### src/sv/ssram_pkg.sv
// shared types and constants for the spi serial sram slave
// no dependencies; used by ssram_ctrl and spi_serial_sram_slave
`default_nettype none

package ssram_pkg;

	// array size
	localparam int ADDR_BITS = 17;
	localparam int MEM_DEPTH = 1 << ADDR_BITS;

	// spi commands
	localparam logic [7:0] CMD_WRMR  = 8'h01;
	localparam logic [7:0] CMD_WRITE = 8'h02;
	localparam logic [7:0] CMD_READ  = 8'h03;
	localparam logic [7:0] CMD_RDMR  = 8'h05;

	// mode register after reset: sequential mode
	localparam logic [7:0] MODE_RESET = 8'h40;

	// transaction phase, one-hot
	typedef enum logic [5:0] {
		PH_CMD      = 6'b000001,
		PH_ADDR_HI  = 6'b000010,
		PH_ADDR_MID = 6'b000100,
		PH_ADDR_LO  = 6'b001000,
		PH_DATA     = 6'b010000,
		PH_IGNORE   = 6'b100000
	} phase_t;

	// where the returned byte comes from
	typedef enum logic [1:0] {
		SRC_ZERO = 2'd0,
		SRC_MODE = 2'd1,
		SRC_MEM  = 2'd2
	} miso_src_t;

	// per-item request from the command decoder to the datapath
	typedef struct packed {
		logic                 wr_en;
		logic                 rd_en;
		logic [ADDR_BITS-1:0] addr;
		miso_src_t            src;
		logic [7:0]           mode;
	} mem_req_t;

endpackage

`default_nettype wire

### src/sv/ssram_ctrl.sv
// command decoder: phase machine, address register and mode register
// depends on ssram_pkg
`default_nettype none

module ssram_ctrl (
	input  wire logic              clk,
	input  wire logic              arst_n,
	input  wire logic              accept,
	input  wire logic              op,
	input  wire logic [7:0]        mosi_byte,
	output ssram_pkg::mem_req_t    req
);

	ssram_pkg::phase_t                 phase_q, phase_d;
	logic [7:0]                        cmd_q, cmd_d;
	logic [ssram_pkg::ADDR_BITS-1:0]   addr_q, addr_d;
	logic [7:0]                        mode_q, mode_d;
	logic [ssram_pkg::ADDR_BITS+7:0]   addr_shift;

	// address byte shifted in from the right, high bits dropped
	assign addr_shift = {addr_q, mosi_byte};

	// next state and request for the item now offered
	always_comb begin
		phase_d = phase_q;
		cmd_d   = cmd_q;
		addr_d  = addr_q;
		mode_d  = mode_q;
		req.wr_en = 1'b0;
		req.rd_en = 1'b0;
		req.addr  = addr_q;
		req.src   = ssram_pkg::SRC_ZERO;
		req.mode  = mode_q;
		if (op) begin
			phase_d = ssram_pkg::PH_CMD;
		end else begin
			unique case (phase_q)
				ssram_pkg::PH_CMD: begin
					cmd_d = mosi_byte;
					if (mosi_byte == ssram_pkg::CMD_READ ||
					    mosi_byte == ssram_pkg::CMD_WRITE) begin
						addr_d  = '0;
						phase_d = ssram_pkg::PH_ADDR_HI;
					end else if (mosi_byte == ssram_pkg::CMD_RDMR ||
					             mosi_byte == ssram_pkg::CMD_WRMR) begin
						phase_d = ssram_pkg::PH_DATA;
					end else begin
						phase_d = ssram_pkg::PH_IGNORE;
					end
				end
				ssram_pkg::PH_ADDR_HI: begin
					addr_d  = addr_shift[ssram_pkg::ADDR_BITS-1:0];
					phase_d = ssram_pkg::PH_ADDR_MID;
				end
				ssram_pkg::PH_ADDR_MID: begin
					addr_d  = addr_shift[ssram_pkg::ADDR_BITS-1:0];
					phase_d = ssram_pkg::PH_ADDR_LO;
				end
				ssram_pkg::PH_ADDR_LO: begin
					addr_d  = addr_shift[ssram_pkg::ADDR_BITS-1:0];
					phase_d = ssram_pkg::PH_DATA;
				end
				ssram_pkg::PH_DATA: begin
					if (cmd_q == ssram_pkg::CMD_RDMR) begin
						req.src = ssram_pkg::SRC_MODE;
					end else if (cmd_q == ssram_pkg::CMD_WRMR) begin
						mode_d  = mosi_byte;
						phase_d = ssram_pkg::PH_IGNORE;
					end else if (cmd_q == ssram_pkg::CMD_READ) begin
						req.rd_en = 1'b1;
						req.src   = ssram_pkg::SRC_MEM;
						addr_d    = addr_q + 1'b1;
					end else if (cmd_q == ssram_pkg::CMD_WRITE) begin
						req.wr_en = 1'b1;
						addr_d    = addr_q + 1'b1;
					end else begin
						phase_d = ssram_pkg::PH_IGNORE;
					end
				end
				ssram_pkg::PH_IGNORE: begin
					phase_d = ssram_pkg::PH_IGNORE;
				end
				default: begin
					phase_d = ssram_pkg::PH_IGNORE;
				end
			endcase
		end
	end

	// state registers, updated only on an accepted item
	always_ff @(posedge clk or negedge arst_n) begin
		if (!arst_n) begin
			phase_q <= ssram_pkg::PH_CMD;
			cmd_q   <= '0;
			addr_q  <= '0;
			mode_q  <= ssram_pkg::MODE_RESET;
		end else if (accept) begin
			phase_q <= phase_d;
			cmd_q   <= cmd_d;
			addr_q  <= addr_d;
			mode_q  <= mode_d;
		end
	end

endmodule

`default_nettype wire

### config.mk
export PLATFORM = sky130hd
export DESIGN_NAME = ssram_ctrl
export DESIGN_NICKNAME = d
export VERILOG_FILES = /design/src/sv/ssram_pkg.sv /design/src/sv/ssram_ctrl.sv
export SDC_FILE = /design/constraint.sdc
export NUM_CORES = 1
export LEC_CHECK = 0
export BUFFER_PORTS_ARGS = -buffer_cell sky130_fd_sc_hd__buf_4
export CAP_MARGIN = 25
export CORE_MARGIN = 8
export CORE_UTILIZATION = 50
export CTS_CLUSTER_DIAMETER = 150
export CTS_CLUSTER_SIZE = 16
export DETAILED_ROUTE_END_ITERATION = 8
export GPL_TIMING_DRIVEN = 0
export HOLD_SLACK_MARGIN = 0.06
export PLACE_DENSITY = 0.76
export SLEW_MARGIN = 20
export SYNTH_ARGS = -nofsm -noshare
export SYNTH_HDL_FRONTEND = slang
export SYNTH_SLANG_ARGS = --single-unit
### constraint.sdc
create_clock -name clk -period 2.3 [get_ports clk]
set_clock_uncertainty 0.15 [all_clocks]
set_input_delay 0.115 -clock clk [delete_from_list [all_inputs] [get_ports clk]]
set_output_delay 0.115 -clock clk [all_outputs]
set_load 0.02 [all_outputs]
==> key figures <==
Status
  • Status: completed

Critical path
  • Worst R2R Path Depth: 6
  • CP max stage cell: dlygate4sd3_1
  • Nature of the critical path endpoint: flop
  • Critical path class: in2reg
  • Arr. time, crit path: approximately 2300 ps
  • Critical path's top delay family: buffers and inverters
  • Critical Path Fanout Max: 7
  • Slowest stage delay, CP: ~540 ps
  • Instance count on the critical path: 6
  • Critical Path RT: between 2000 and 2500 ps
  • CP startpoint kind: input pin
  • CP Buf/Inv Count: 2
  • Critical-path cell list: dlygate4sd3_1 -> buf_4 -> or4_4 -> a221o_2 -> nor2_4 -> mux2_1

Timing
  • Max Fclk: 0.4422 GHz
  • Final period util: between 90% and 100%
  • Hold Vio Cnt, Final: 0
  • Post-route setup slack: between 30 and 40 ps
  • RSZ-0062 raised after global routing: false
  • Hold WS: approximately 150 ps
  • Final TNS setup: 0 ps
  • Least-Margin Pin Slew: around 560 ps
  • Slew margin rel.: 62.64%
  • Slew Limit Fails: 0
  • Setup-failing EPs final: 0
  • Crit path time final: 2262 ps

Detailed routing
  • Initial DRC count: about 260
  • Wire length per cell: between 15 and 20 um
  • DR DRC count: 0
  • Antenna Nets Post-Route: 0
  • Router iterations before antenna repair: 5
  • Drt total wl: between 6000 and 7000 um
  • DR vias/cell: between 6 and 7
  • Vias: between 2000 and 2500

Floorplanning
  • Die X-Extent: around 84 um
  • Total core area: 4384 um2
  • Ports: between 40 and 50
  • Die area: around 7000 um2
  • # rows: 24
  • Die H: around 84 um
  • Initial Utilization: around 52%

Logic synthesis
  • EDFF count, synth: 0
  • Post-Synth Simple-Gate Area: a little over a fifth
  • Synth area leaders: dfrtp_1 41%, mux2_2 7.9%, nand2_1 3.6%
  • Seq/Total Area, Yosys: about 43%
  • Largest family of logic cells by synthesized area: simple AND/OR/NAND/NOR gates
  • Syn nets: 252
  • Area share of the largest cell type after synthesis: just over 40%
  • Number of synthesis warnings: 0
  • Synth Area in XOR/XNOR: 0.7680%
  • Cell taking the most area after synthesis: dfrtp_1
  • Post-synthesis adder-cell area fraction: 0.5485%
  • Cells after synthesis: between 200 and 250
  • Yosys cell types: between 50 and 60
  • Avg Synthesized Cell Area: approximately 9.5 um2
  • Synthesized area: between 2000 and 2500 um2
  • Async SR Flop Fraction: 100.0%
  • Complex-gate fraction of the synthesized area: 20.95%
  • Yosys reg bits: 39
  • Main synth FF type: dfrtp_1
  • Share of synthesized area spent on multiplexers: about 8.4%

Final layout
  • Finished Core Util: roughly 66%
  • Sequential cell area: just under 1000 um2
  • Diodes inserted: 0
  • Multi-input gate area: 1220 um2
  • Final Cell Area: approximately 2900 um2
  • Final Non-Filler Cells: between 300 and 400
  • Final nets: 308
  • Share of cells above drive strength 1: between 30% and 40%
  • Area grow syn2layout: 27.48%
  • Filler cells: between 300 and 400

Placed design
  • Placed Cells: 330
  • Detailed Place HPWL: 4198 um
  • Cell Area, Placed: between 2000 and 3000 um2
  • GP Congestion: 0.8522
  • Place WS: -134.3 ps
  • I/O Buffers: 39

Clocking
  • CTS Sinks: 39
  • Clock slew seen by the registers of the worst setup and hold paths: around 80 ps
  • Clk Tree Root Cell: clkbuf_8
  • TritonCTS clock tree: built
  • TritonCTS Buffers: 5
  • Clk_lat worst skew: 290 ps
  • Clk buf depth: 2
  • H-tree depth: 2

Global routing
  • GRT Overall Usage: approximately 18%
  • Largest net degree at the start of global routing: 40
  • Vias in the first global route: ~2200
  • GRT overflow: 0
  • Global-route wire length before repair: approximately 11000 um
  • Initial antenna violation count: 0

Min path
  • Hold crit path type: in2reg
  • Hold path depth: 5

Job
  • Max-cap violations: 0

Power
  • Design Power: roughly 1.6 mW
  • VDD IR-drop max: about 0.43 mV
  • Static Leakage: 1.269 nW
  • P per Cell Area: ~570 nW/um2
## cells in the mapped netlist, drive strengths merged (4+ instances only)
cell	n
nor3	16
o31ai	4
o22ai	4
nand3	9
inv	9
nor2b	5
o2bb2ai	5
and4	4
nor2	8
a21oi	12
mux2	17
buf	7
clkbuf	10
nand2	23
o21ai	13
and3	7
dfrtp	37
## worst paths after layout
path	start	endpoint	slack, ps
min in group asynchronous	arst_n	cmd_q[0]	170
worst max register to register	phase_q[2]	mode_q[7]	70
worst max-delay path	mosi_byte[4]	addr_q[0]	40
max in group asynchronous	arst_n	mode_q[6]	1460
worst min-delay path	mosi_byte[3]	phase_q[1]	150
worst min register to register	cmd_q[6]	cmd_q[6]	360
## per-layer routing
metal	vias to the layer above	track usage (%)	wire [um]
met4	0	5.965	95
met5	-	0	0
li1	1015	-	-
met2	93	28.50	2883
met3	10	4.980	499
met1	1042	22.07	2726
## state kept, by name, summed over array words and instances (netlist names)
signal,cells
addr_q,17
cmd_q,8
mode_q,8
phase_q,6
## cell type report
type,instances,area share (%)
clock inverter,3,1.506
buffer,14,2.754
clock buffer,5,2.367
inverter,9,1.162
tap,52,2.238
multi-input combinational,174,41.95
sequential,39,33.65
timing repair buffer,52,14.37
## worst min-delay path, stage by stage
cell and delay (ps):
buf_4 80, or3_1 110, nor3_1 50, nand2_1 110, o41ai_1 90
## cell usage in the layout (no fill, tap or decap), types with 5 or more instances in the layout
cell type       n
buf_4          45
dfrtp_1        37
nand2_1        22
mux2_2         16
nor3_1         14
a21oi_1        12
dlygate4sd3_1  11
inv_1           9
nand3_1         8
nor2_1          7
and3_1          7
o21ai_0         7
o21ai_1         6
clkbuf_1        5
nor2b_1         5
o2bb2ai_1       5
clkbuf_8        5
## power by group
part | leakage [nW] | switching, mW | internal, mW | total (mW)
combinational | 0.693 | 0.145 | 0.122 | 0.267
sequential | 0.518 | 0.0548 | 0.746 | 0.801
clock | 0.0581 | 0.256 | 0.323 | 0.579
total | 1.27 | 0.456 | 1.19 | 1.65
## kinds of logic after synthesis
group	after synthesis
buffers and inverters	26
DFF	39
and+or+nand+nor	89
adders and majority gates	1
AOI/OAI and AO/OA	65
xor gates and xnor gates	2
muxes	17
## what timing repair did
action,CTS,global route
cloned,0,0
setup endpoints to repair,25,10
buffers inserted,2,0
pin swaps,2,1
hold buffers,11,0
endpoints found under the hold margin,67,0
gates resized for setup,5,10
No activity file was read; power rests on OpenSTA's default activity.
